## src/sha_pkg.sv

```systemverilog
// SHA-256 shared package: payload structs, controller state enum, command/status structs,
// round constants and the initial hash value. No dependencies.
`timescale 1ns / 1ps
package sha_pkg;

    typedef struct packed {
        logic [31:0] msg_word;
        logic [2:0]  word_bytes;
        logic        msg_end;
    } t_in_item;

    typedef struct packed {
        logic [31:0] digest_word;
        logic [2:0]  digest_index;
        logic        digest_last;
    } t_out_item;

    typedef enum logic [2:0] {
        ST_IN,
        ST_PAD,
        ST_LOAD,
        ST_ROUND,
        ST_ADD,
        ST_OUT
    } t_state;

    typedef enum logic [1:0] {
        WSEL_MSG,
        WSEL_ZERO,
        WSEL_LENHI,
        WSEL_LENLO
    } t_wsel;

    typedef struct packed {
        logic  push;
        t_wsel wsel;
        logic  load;
        logic  round;
        logic  add;
        logic  reinit;
        logic  cnt_add;
        logic  emit;
    } t_cmd;

    typedef struct packed {
        logic [3:0] word_pos;
        logic [5:0] round_idx;
        logic [2:0] out_idx;
    } t_status;

    localparam logic [31:0] PAD_MARK = 32'h8000_0000;

    function automatic logic [31:0] round_k(input logic [5:0] idx);
        logic [31:0] k [64];
        k = '{
            32'h428a2f98, 32'h71374491, 32'hb5c0fbcf, 32'he9b5dba5,
            32'h3956c25b, 32'h59f111f1, 32'h923f82a4, 32'hab1c5ed5,
            32'hd807aa98, 32'h12835b01, 32'h243185be, 32'h550c7dc3,
            32'h72be5d74, 32'h80deb1fe, 32'h9bdc06a7, 32'hc19bf174,
            32'he49b69c1, 32'hefbe4786, 32'h0fc19dc6, 32'h240ca1cc,
            32'h2de92c6f, 32'h4a7484aa, 32'h5cb0a9dc, 32'h76f988da,
            32'h983e5152, 32'ha831c66d, 32'hb00327c8, 32'hbf597fc7,
            32'hc6e00bf3, 32'hd5a79147, 32'h06ca6351, 32'h14292967,
            32'h27b70a85, 32'h2e1b2138, 32'h4d2c6dfc, 32'h53380d13,
            32'h650a7354, 32'h766a0abb, 32'h81c2c92e, 32'h92722c85,
            32'ha2bfe8a1, 32'ha81a664b, 32'hc24b8b70, 32'hc76c51a3,
            32'hd192e819, 32'hd6990624, 32'hf40e3585, 32'h106aa070,
            32'h19a4c116, 32'h1e376c08, 32'h2748774c, 32'h34b0bcb5,
            32'h391c0cb3, 32'h4ed8aa4a, 32'h5b9cca4f, 32'h682e6ff3,
            32'h748f82ee, 32'h78a5636f, 32'h84c87814, 32'h8cc70208,
            32'h90befffa, 32'ha4506ceb, 32'hbef9a3f7, 32'hc67178f2
        };
        return k[idx];
    endfunction

    function automatic logic [31:0] init_hash(input logic [2:0] idx);
        logic [31:0] h [8];
        h = '{
            32'h6a09e667, 32'hbb67ae85, 32'h3c6ef372, 32'ha54ff53a,
            32'h510e527f, 32'h9b05688c, 32'h1f83d9ab, 32'h5be0cd19
        };
        return h[idx];
    endfunction

endpackage

```

## src/sha_ctrl.sv

```systemverilog
// SHA-256 controller: sequences word intake, padding, 64 rounds and digest output.
// Depends on sha_pkg.
`timescale 1ns / 1ps
module sha_ctrl (
    input  logic              i_clk,
    input  logic              i_rst_n,
    input  logic              i_in_valid,
    input  logic              i_in_end,
    input  logic [2:0]        i_in_bytes,
    output logic              o_in_ready,
    output logic              o_out_valid,
    input  logic              i_out_ready,
    input  sha_pkg::t_status  i_status,
    output sha_pkg::t_cmd     o_cmd
);
    import sha_pkg::*;

    t_state r_state, n_state;
    // padding must follow end of message: true once the message is closed
    logic   r_ending, n_ending;
    // set when a full final word still needs its 0x80 word
    logic   r_need_mark, n_need_mark;
    // length high word is in the buffer; this block is the last one
    logic   r_len_due, n_len_due;

    always_ff @(posedge i_clk) begin
        if (!i_rst_n) begin
            r_state     <= ST_IN;
            r_ending    <= 1'b0;
            r_need_mark <= 1'b0;
            r_len_due   <= 1'b0;
        end else begin
            r_state     <= n_state;
            r_ending    <= n_ending;
            r_need_mark <= n_need_mark;
            r_len_due   <= n_len_due;
        end
    end

    always_comb begin
        logic full_word;
        full_word   = (i_in_bytes >= 3'd4);
        n_state     = r_state;
        n_ending    = r_ending;
        n_need_mark = r_need_mark;
        n_len_due   = r_len_due;
        o_cmd       = '0;
        o_cmd.wsel  = WSEL_MSG;
        o_in_ready  = 1'b0;
        o_out_valid = 1'b0;
        unique case (r_state)
            ST_IN: begin
                o_in_ready = 1'b1;
                if (i_in_valid) begin
                    o_cmd.cnt_add = 1'b1;
                    o_cmd.push    = !(i_in_end && i_in_bytes == 3'd0);
                    if (i_in_end) begin
                        n_ending    = 1'b1;
                        n_need_mark = full_word;
                        if (i_in_bytes == 3'd0 || !full_word) begin
                            // word carries its own mark or is replaced by one
                            o_cmd.push  = 1'b1;
                            n_need_mark = 1'b0;
                        end
                        if (o_cmd.push && i_status.word_pos == 4'd15)
                            n_state = ST_LOAD;
                        else
                            n_state = ST_PAD;
                    end else if (i_status.word_pos == 4'd15) begin
                        n_state = ST_LOAD;
                    end
                end
            end
            ST_PAD: begin
                o_cmd.push = 1'b1;
                if (r_need_mark) begin
                    o_cmd.wsel  = WSEL_MSG;
                    n_need_mark = 1'b0;
                end else if (i_status.word_pos == 4'd14) begin
                    o_cmd.wsel = WSEL_LENHI;
                    n_len_due  = 1'b1;
                end else if (i_status.word_pos == 4'd15 && r_len_due) begin
                    o_cmd.wsel = WSEL_LENLO;
                end else begin
                    o_cmd.wsel = WSEL_ZERO;
                end
                if (i_status.word_pos == 4'd15) begin
                    n_state = ST_LOAD;
                    if (o_cmd.wsel == WSEL_LENLO)
                        n_ending = 1'b0;
                end
            end
            ST_LOAD: begin
                o_cmd.load = 1'b1;
                n_state    = ST_ROUND;
            end
            ST_ROUND: begin
                o_cmd.round = 1'b1;
                if (i_status.round_idx == 6'd63)
                    n_state = ST_ADD;
            end
            ST_ADD: begin
                o_cmd.add = 1'b1;
                // the block holding the length closes the message
                if (r_len_due) begin
                    n_len_due = 1'b0;
                    n_state   = ST_OUT;
                end else if (r_ending || r_need_mark) begin
                    n_state = ST_PAD;
                end else begin
                    n_state = ST_IN;
                end
            end
            ST_OUT: begin
                o_out_valid = 1'b1;
                if (i_out_ready) begin
                    o_cmd.emit = 1'b1;
                    if (i_status.out_idx == 3'd7) begin
                        o_cmd.reinit = 1'b1;
                        n_state      = ST_IN;
                    end
                end
            end
            default: n_state = ST_IN;
        endcase
    end

endmodule

```

## src/sha_dp.sv

```systemverilog
// SHA-256 datapath: block buffer, message schedule window, working variables,
// chaining value, byte counter and output index. Depends on sha_pkg.
`timescale 1ns / 1ps
module sha_dp (
    input  logic              i_clk,
    input  logic              i_rst_n,
    input  sha_pkg::t_in_item i_in,
    input  sha_pkg::t_cmd     i_cmd,
    output sha_pkg::t_status  o_status,
    output sha_pkg::t_out_item o_out
);
    import sha_pkg::*;

    logic [31:0] r_buf [16];
    logic [31:0] r_w   [16];
    logic [31:0] r_v   [8];
    logic [31:0] r_h   [8];
    logic [3:0]  r_pos;
    logic [5:0]  r_rnd;
    logic [2:0]  r_oidx;
    logic [60:0] r_cnt;
    logic [63:0] bits;
    logic [31:0] push_val;

    assign bits = {r_cnt, 3'b000};

    function automatic logic [31:0] rotr(input logic [31:0] x, input int n);
        return (x >> n) | (x << (32 - n));
    endfunction

    always_comb begin
        logic [2:0]  nb;
        logic [31:0] keep;
        nb = (i_in.word_bytes > 3'd4) ? 3'd4 : i_in.word_bytes;
        unique case (nb[1:0])
            2'd0: keep = 32'h0000_0000;
            2'd1: keep = 32'hFF00_0000;
            2'd2: keep = 32'hFFFF_0000;
            default: keep = 32'hFFFF_FF00;
        endcase
        unique case (i_cmd.wsel)
            WSEL_MSG: begin
                if (i_cmd.cnt_add && i_in.msg_end && !nb[2])
                    push_val = (i_in.msg_word & keep) | (PAD_MARK >> {nb[1:0], 3'b000});
                else if (i_cmd.cnt_add)
                    push_val = i_in.msg_word;
                else
                    push_val = PAD_MARK;
            end
            WSEL_ZERO:  push_val = '0;
            WSEL_LENHI: push_val = bits[63:32];
            default:    push_val = bits[31:0];
        endcase
    end

    logic [31:0] s0, s1, w_new, t1, t2, big0, big1, ch, maj;
    always_comb begin
        s0    = rotr(r_w[1], 7) ^ rotr(r_w[1], 18) ^ (r_w[1] >> 3);
        s1    = rotr(r_w[14], 17) ^ rotr(r_w[14], 19) ^ (r_w[14] >> 10);
        w_new = s1 + r_w[9] + s0 + r_w[0];
        big1  = rotr(r_v[4], 6) ^ rotr(r_v[4], 11) ^ rotr(r_v[4], 25);
        ch    = (r_v[4] & r_v[5]) ^ (~r_v[4] & r_v[6]);
        t1    = r_v[7] + big1 + ch + round_k(r_rnd) + r_w[0];
        big0  = rotr(r_v[0], 2) ^ rotr(r_v[0], 13) ^ rotr(r_v[0], 22);
        maj   = (r_v[0] & r_v[1]) ^ (r_v[0] & r_v[2]) ^ (r_v[1] & r_v[2]);
        t2    = big0 + maj;
    end

    always_ff @(posedge i_clk) begin
        if (i_cmd.push)
            r_buf[r_pos] <= push_val;
        if (i_cmd.load) begin
            for (int i = 0; i < 16; i++) r_w[i] <= r_buf[i];
            for (int i = 0; i < 8; i++)  r_v[i] <= r_h[i];
        end
        if (i_cmd.round) begin
            for (int i = 0; i < 15; i++) r_w[i] <= r_w[i+1];
            r_w[15] <= w_new;
            for (int i = 1; i < 8; i++)  if (i != 4) r_v[i] <= r_v[i-1];
            r_v[4] <= r_v[3] + t1;
            r_v[0] <= t1 + t2;
        end
    end

    always_ff @(posedge i_clk) begin
        if (!i_rst_n) begin
            r_pos  <= '0;
            r_rnd  <= '0;
            r_oidx <= '0;
            r_cnt  <= '0;
            for (int i = 0; i < 8; i++) r_h[i] <= init_hash(3'(i));
        end else begin
            if (i_cmd.push)  r_pos <= r_pos + 4'd1;
            if (i_cmd.round) r_rnd <= r_rnd + 6'd1;
            if (i_cmd.cnt_add)
                r_cnt <= r_cnt + ((!i_in.msg_end || i_in.word_bytes > 3'd4)
                                  ? 61'd4 : 61'(i_in.word_bytes));
            if (i_cmd.add)
                for (int i = 0; i < 8; i++) r_h[i] <= r_h[i] + r_v[i];
            if (i_cmd.emit) begin
                r_oidx <= r_oidx + 3'd1;
                if (i_cmd.reinit) begin
                    // last digest item: back to the initial value for the next message
                    for (int i = 0; i < 8; i++) r_h[i] <= init_hash(3'(i));
                    r_cnt <= '0;
                end else begin
                    for (int i = 0; i < 7; i++) r_h[i] <= r_h[i+1];
                    r_h[7] <= r_h[0];
                end
            end
        end
    end

    assign o_status.word_pos  = r_pos;
    assign o_status.round_idx = r_rnd;
    assign o_status.out_idx   = r_oidx;
    assign o_out.digest_word  = r_h[0];
    assign o_out.digest_index = r_oidx;
    assign o_out.digest_last  = (r_oidx == 3'd7);

endmodule

```

## src/sha256_message_hash.sv

```systemverilog
// SHA-256 message hash top level: one item per cycle intake while in the input state,
// one round per cycle. Each 16-word block runs 16 pushes, a load, 64 rounds and an add;
// padding pushes the pad words plus a second block when needed; 8 digest items follow.
// No new message words are taken while the single shared round unit works on a block.
// Reset (synchronous, active low) loads the initial hash value and clears counters.
`timescale 1ns / 1ps
module sha256_message_hash (
    input  logic                i_clk,
    input  logic                i_rst_n,
    input  logic                i_in_valid,
    output logic                o_in_ready,
    input  sha_pkg::t_in_item   i_in_data,
    output logic                o_out_valid,
    input  logic                i_out_ready,
    output sha_pkg::t_out_item  o_out_data
);
    import sha_pkg::*;

    t_cmd    cmd;
    t_status status;

    sha_ctrl u_ctrl (
        .i_clk      (i_clk),
        .i_rst_n    (i_rst_n),
        .i_in_valid (i_in_valid),
        .i_in_end   (i_in_data.msg_end),
        .i_in_bytes (i_in_data.word_bytes),
        .o_in_ready (o_in_ready),
        .o_out_valid(o_out_valid),
        .i_out_ready(i_out_ready),
        .i_status   (status),
        .o_cmd      (cmd)
    );

    sha_dp u_dp (
        .i_clk      (i_clk),
        .i_rst_n    (i_rst_n),
        .i_in       (i_in_data),
        .i_cmd      (cmd),
        .o_status   (status),
        .o_out      (o_out_data)
    );

endmodule

```

## config.mk

```make
export PLATFORM = sky130hd
export DESIGN_NAME = sha256_message_hash
export DESIGN_NICKNAME = d
export VERILOG_FILES = /design/src/sha_pkg.sv /design/src/sha_ctrl.sv /design/src/sha_dp.sv /design/src/sha256_message_hash.sv
export SDC_FILE = /design/constraint.sdc
export NUM_CORES = 2
export LEC_CHECK = 0
export BUFFER_PORTS_ARGS = -buffer_cell sky130_fd_sc_hd__buf_2
export CAP_MARGIN = 20
export CORE_ASPECT_RATIO = 0.9
export CORE_UTILIZATION = 60
export CTS_BUF_LIST = sky130_fd_sc_hd__clkbuf_8
export DETAILED_ROUTE_END_ITERATION = 8
export PLACE_DENSITY = 0.86
export SYNTH_ARGS = -nofsm -noshare
export SYNTH_HDL_FRONTEND = slang
export SYNTH_SLANG_ARGS = --single-unit
export TNS_END_PERCENT = 50
```

## constraint.sdc

```tcl
create_clock -name i_clk -period 102.3 [get_ports i_clk]
set_input_delay 30.69 -clock i_clk [delete_from_list [all_inputs] [get_ports i_clk]]
set_output_delay 30.69 -clock i_clk [all_outputs]
set_load 0.02 [all_outputs]
```

Yosys cells after proc, flatten, opt, wreduce, memory -nomap -nowiden. Memory sizes are Yosys's and may differ from the RTL's. Index checks and enable logic that the tools add are counted.

Register bits after elaboration: 80. Latch bits: 0. RAM bits: 1536. ROM bits: 2048. Input bits: 40. Output and inout bits: 38. Logic and storage cells: 285. Memories kept: 5.

Add/sub/neg operators: 22. Multiply operators: 0. Divide/modulo/power cells: 0. $lt $le $gt $ge: 3. Equal/unequal tests: 23. Shift-type cells: 1. Mux-type cells: 123. Bitwise gates (word level): 78. Reductions and logical operators: 22.

Memory list: (name not given) (depth 64, bits a word 32, rd ports 1, clocked after Yosys merged registers in 0, wr ports 0, RTL line sha_pkg.sv:73) `return k[idx];`; u_dp.r_buf (depth 16, bits a word 32, rd ports 16, clocked after Yosys merged registers in 0, wr ports 1, RTL line sha_dp.sv:14) `logic [31:0] r_buf [16];`; u_dp.r_w (depth 16, bits a word 32, rd ports 16, clocked after Yosys merged registers in 0, wr ports 16, RTL line sha_dp.sv:15) `logic [31:0] r_w [16];`; u_dp.r_h (depth 8, bits a word 32, rd ports 8, clocked after Yosys merged registers in 0, wr ports 8, RTL line sha_dp.sv:17) `logic [31:0] r_h [8];`; u_dp.r_v (depth 8, bits a word 32, rd ports 8, clocked after Yosys merged registers in 0, wr ports 8, RTL line sha_dp.sv:16) `logic [31:0] r_v [8];`.

Operator list (count): $mux W32 (52); $add A32 B32 Y32 (18); $xor A32 B32 Y32 (9); $and A32 B32 Y32 (6); $pmux W32 S3 (2); $mux W61 (3); $add A61 B61 Y61 (1); $or A1 B1 Y1 (48); $mux W1 (46); $not A32 Y32 (1); $or A10 B32 Y32 (1); $or A13 B32 Y32 (1); $or A14 B32 Y32 (1); $or A15 B32 Y32 (1); $or A19 B32 Y32 (1); $or A21 B32 Y32 (1); $or A25 B32 Y32 (1); $or A26 B32 Y32 (1); $or A30 B32 Y32 (1); $or A32 B32 Y32 (1); $or A7 B32 Y32 (1); $shr A32 B5 Y32 const A (1); $xor A32 B22 Y32 (1); $xor A32 B29 Y32 (1); other kinds (29) (72).

Depth between registers and ports, before layout.
Depth in word-level cells: 12. Depth in mapped cells: 41. Depth with buffers taken out: 39.

By module. Synthesis repeated with hierarchy kept, for this count alone.

Cell total of the unflattened synthesis: 7366. Area, all modules: 90277.8 µm².

By module, submodules not included: sha_dp (instances 1, cells an instance 7301, area each 89806.1 µm², seq. area each 47285.4 µm²); sha_ctrl (instances 1, cells an instance 65, area each 471.7 µm², seq. area each 120.1 µm²).

Worst setup path after synthesis. No wires, ideal clock.

Path kind: flip-flop to flip-flop. Start point: reg u_ctrl.r_state[1]. End point: reg u_ctrl.r_state[1]. Setup time: 116 ps. Arrival time: 42318 ps. Required time: 102184 ps. Path slack: 59867 ps. Stages on the path, launching flop included: 9. Buffers on the path: 1. Period minus slack after synthesis: 42433 ps. Cell sequence: dfxtp_1 clkbuf_1 nor2b_1 nand2_1 a41oi_1 nor2_1 nand2_1 nor3_1 o21a_1.

Word-level cells in the longest chain between the ends: 4. Elaborated cells on any way between the ends: 15. Classes of those cells: 9 x eq/ne; 4 x mux; 2 x reduce/logical.

Ends and longest elaborated chain: start, declared (RTL line sha_ctrl.sv:18) `t_state r_state, n_state;`; start signal, assigned (RTL line sha_ctrl.sv:33) `r_state <= n_state;`; $mux W3 (3 in a row); $pmux W3 S6 (RTL line sha_ctrl.sv:51) `unique case (r_state)`.

Parallel ways exist; a longest one is shown, timed or not. The select of a mux whose other input is x is not followed. A chain may end at the register's enable or synchronous reset.

Final worst setup path.
Start point: reg u_ctrl.r_state[0]. End point: out o_out_valid.

Word-level cells in the longest chain between the ends: 2.

Ends and longest elaborated chain: $eq A3 B3 Y1 (RTL line sha_ctrl.sv:51); $mux W1 (RTL line sha_ctrl.sv:51); end, declared (RTL line sha256_message_hash.sv:13) `output logic o_out_valid,`.

Every way passes these cells.

==> metrics.yaml <==
cts:
  cts_htree_levels: 5
  cts_resized: 0
  clk_pin_slew_worst_paths_ns: 0.06
  clkSinkCount: 1616
  cts_setup_buffers: 0
  cts_buffers: 284
  clk_path_buf_depth: 4
  cts_hold_buf: 0
  cts_tree: "yes"
  clk_root_buffer_cell: "clkbuf_8"
  clock_latency_ns: 1.05
pwr:
  swShare_pct: 25.5
  vdd_ir_drop_max_uv: 19.7
  comb_power_share_pct: 8.1
  switching_power_uw: 364
  power.leakage_nw: 38.4
  power_per_cell_area_mw_per_mm2: 14.7
  power.internal_mw: 1.06
  finalPower_mw: 1.43
  share_seq_of_total_power_pct: 53.1
  p_clk_share_pct: 38.8
sta:
  worst_pin_slew_ns: 1.49
  clock_skew_ns: 0.0833
  maxSlewHeadroom_pct: 0.964
  period_share_pct: 32.6
  fin_crit_ns: 33.33
  fmax_mhz: 30.0
  tns_ns: 0
  rsz0062_at_grt: "false"
  timing_hold_violations_final: 0
  setup_violations: 0
  slew_viol_final: 0
hold_path:
  hold_depth: 2
  holdCritPathClass: "flip-flop to flip-flop"
die:
  rows: 134
  chipWidth_um: 410
  start_util_pct: 60.5
  pin_count: 78
  die_h_um: 369
  die-area_mm2: 0.151
  core_area_mm2: 0.148
detailed_routing:
  postRouteAntennaNets: 0
  viasPerCell: 6.38
  vias: 69400
  routedWlPerCell_um: 25.5
  drc: 32
  drt_wl_total_mm: 278
  dr.pass1.iters: 9
  drt-initial-drc-count: 10100
yosys:
  syn-cell-area_mm2: 0.0898
  synth_cell_types: 106
  avgSynthCellArea_um2: 10.4
  ys.flop_type: "edfxtp_1"
  synth_area_leaders: "edfxtp_1 (50%), nand2_1 (11%), ha_1 (5.6%)"
  synth-edff-count: 1504
  synth_top_area_share_pct: 50.3
  yosysTopAreaCell: "edfxtp_1"
  async_flop_share_pct: 0
  synth_cells: 8665
  synth.yosys.warnings: 0
  synth.yosys.seq_area_share_pct: 52.8
  syn_nets: 9303
  ys_seq_elements: 1616
finish:
  syn2layout_area_growth_pct: 8.07
  final_layout_size_suffix_gt1_share_pct: 7.07
  post-route-cell-area_mm2: 0.0971
  final_nets: 9347
placed_design:
  io_buffers: 77
  place.gp.congestion: 1.03
  place_area_mm2: 0.0920
  dp.final_hpwl_mm: 191
setup_path:
  end_kind: "output pin"
  worst_setup_path_start_kind: "flip-flop"
  crit_type: "flip-flop to output pin"
  cp_max_fo: 17
  reg2reg_depth: 37
  worstPathRequired_ns: 71.61
  crit_arrival_ns: 2.64
global_routing:
  grt_usage_pct: 36.3
  grt_max_degree: 212
  antenna_found_initial: 15
  overflow: 0
  grt_pass1_vias: 66200
  grt_first_pass_wirelength_mm: 411
run_status:
  failed_checks: "DRC"
  status: "finished, violations left"
run:
  drv_cap: 0
[cell families (layout without fill, tap and decap cells)]
kind of cell | Yosys count | in the layout | share of synthesized area [%]
simple gates | 3431 | 3431 | 15.7
flops | 1616 | 1616 | 52.8
compound gates | 1595 | 1595 | 11.2
mux | 55 | 55 | 0.754
fa+ha+maj | 622 | 622 | 10.2
other cells | 0 | 8 | 0
buf+inv | 712 | 953 | 3.14
xor+xnor | 634 | 634 | 6.22
[cells in the final DEF (no fill, tap or decap), drive strengths merged, types with 102 or more instances in the layout]
cell type,count
a21o,178
a21oi,450
buf,184
clkbuf,298
dfxtp,112
edfxtp,1504
fa,196
ha,402
inv,388
nand2,2523
nand3,102
nor2,406
o21ai,418
xnor2,415
xor2,217
[per-layer routing]
layer	global-route usage (%)	part of all wire (%)	vias to the layer above
met5	0	0.046	-
met4	19.2	5.7	18
met3	10.6	14	889
met2	52.4	42	4805
met1	49.7	38	33400
li1	-	-	30300
[cell usage after synthesis (13+ instances only)]
library cell / count
nand2_1: 2520
and3_1: 38
xnor2_1: 414
a21oi_1: 449
or3_1: 35
nand2b_1: 65
nand4_1: 31
o21ai_0: 386
fa_1: 196
inv_1: 285
nor2b_1: 44
o211ai_1: 27
maj3_1: 24
buf_4: 35
nand3_1: 101
a211oi_1: 41
a22oi_1: 34
a31oi_1: 48
o21ai_1: 31
nor3_1: 79
o22ai_1: 38
and2_1: 30
a221oi_1: 27
dfxtp_1: 112
o31ai_1: 35
buf_1: 21
o221ai_1: 16
o22a_1: 17
o21bai_1: 41
xor2_1: 217
a21boi_0: 13
a21o_1: 178
clkbuf_1: 369
nor2_1: 403
mux2i_1: 35
o21a_1: 71
edfxtp_1: 1504
ha_1: 402
nor4_1: 13
[sequential cells by signal (all words and copies together), names as in the netlist]
register and cells:
u_ctrl.r_ending 1, u_ctrl.r_len_due 1, u_ctrl.r_need_mark 1, u_ctrl.r_state 3, u_dp.r_buf 512, u_dp.r_cnt 61
u_dp.r_h 256, u_dp.r_oidx 3, u_dp.r_pos 4, u_dp.r_rnd 6, u_dp.r_v 256, u_dp.r_w 512
[final cells by class]
type | instances | area [um^2]
well taps | 1972 | 2470
inverters | 285 | 1070
clock inverters | 186 | 916
diodes | 8 | 20.0
fillers | 10900 | 51300
multi-input cells | 6337 | 39800
repair buffers | 185 | 1310
clock buffers | 297 | 4090
flip-flops and latches | 1616 | 47400
[power by group through the flow]
| stage | Sequential (mW) | Combinational, mW | Clock [mW] |
|---|---|---|---|
| 2_1_floorplan | 0.763 | 0.0797 | 0 |
| 3_3_place_gp | 0.770 | 0.107 | 0 |
| 3_5_place_dp | 0.771 | 0.112 | 0 |
| 6_report | 0.758 | 0.116 | 0.555 |
| 4_1_cts | 0.757 | 0.113 | 0.556 |
| 5_1_grt | 0.758 | 0.126 | 0.584 |
[worst max-delay path, cell delays in order, from the launching register on]
cell,delay (ns)
dfxtp_1,0.80
and3b_1,0.33
buf_4,0.27
buf_2,0.21
[through the flow]
step / std cells / hold slack [ns] / util (%) / setup WS [ns]
2_1_floorplan: 8665 / 0.453 / - / 59.87
3_3_place_gp: 10400 / 0.478 / 62.0 / 67.97
3_5_place_dp: 10400 / 0.491 / 62.0 / 67.90
4_1_cts: 10900 / 0.478 / 65.4 / 68.96
5_1_grt: 10900 / 0.497 / 65.4 / 68.89
6_report: 10900 / 0.469 / 65.4 / 68.97
[final timing paths]
kind / slack [ns] / start / end
worst max-delay path: 68.97 / u_ctrl.r_state[0]$_SDFFE_PN0P_ / o_out_valid
worst min-delay path: 0.47 / u_dp.r_buf[12][7]$_DFFE_PP_ / u_dp.r_w[0][391]$_DFFE_PP_
worst max register to register: 90.82 / u_dp.r_rnd[0]$_SDFFE_PN0P_ / u_dp.r_v[0][31]$_DFFE_PP_
worst min register to register: 0.47 / u_dp.r_buf[12][7]$_DFFE_PP_ / u_dp.r_w[0][391]$_DFFE_PP_
No activity file was read; power rests on OpenSTA's default activity.
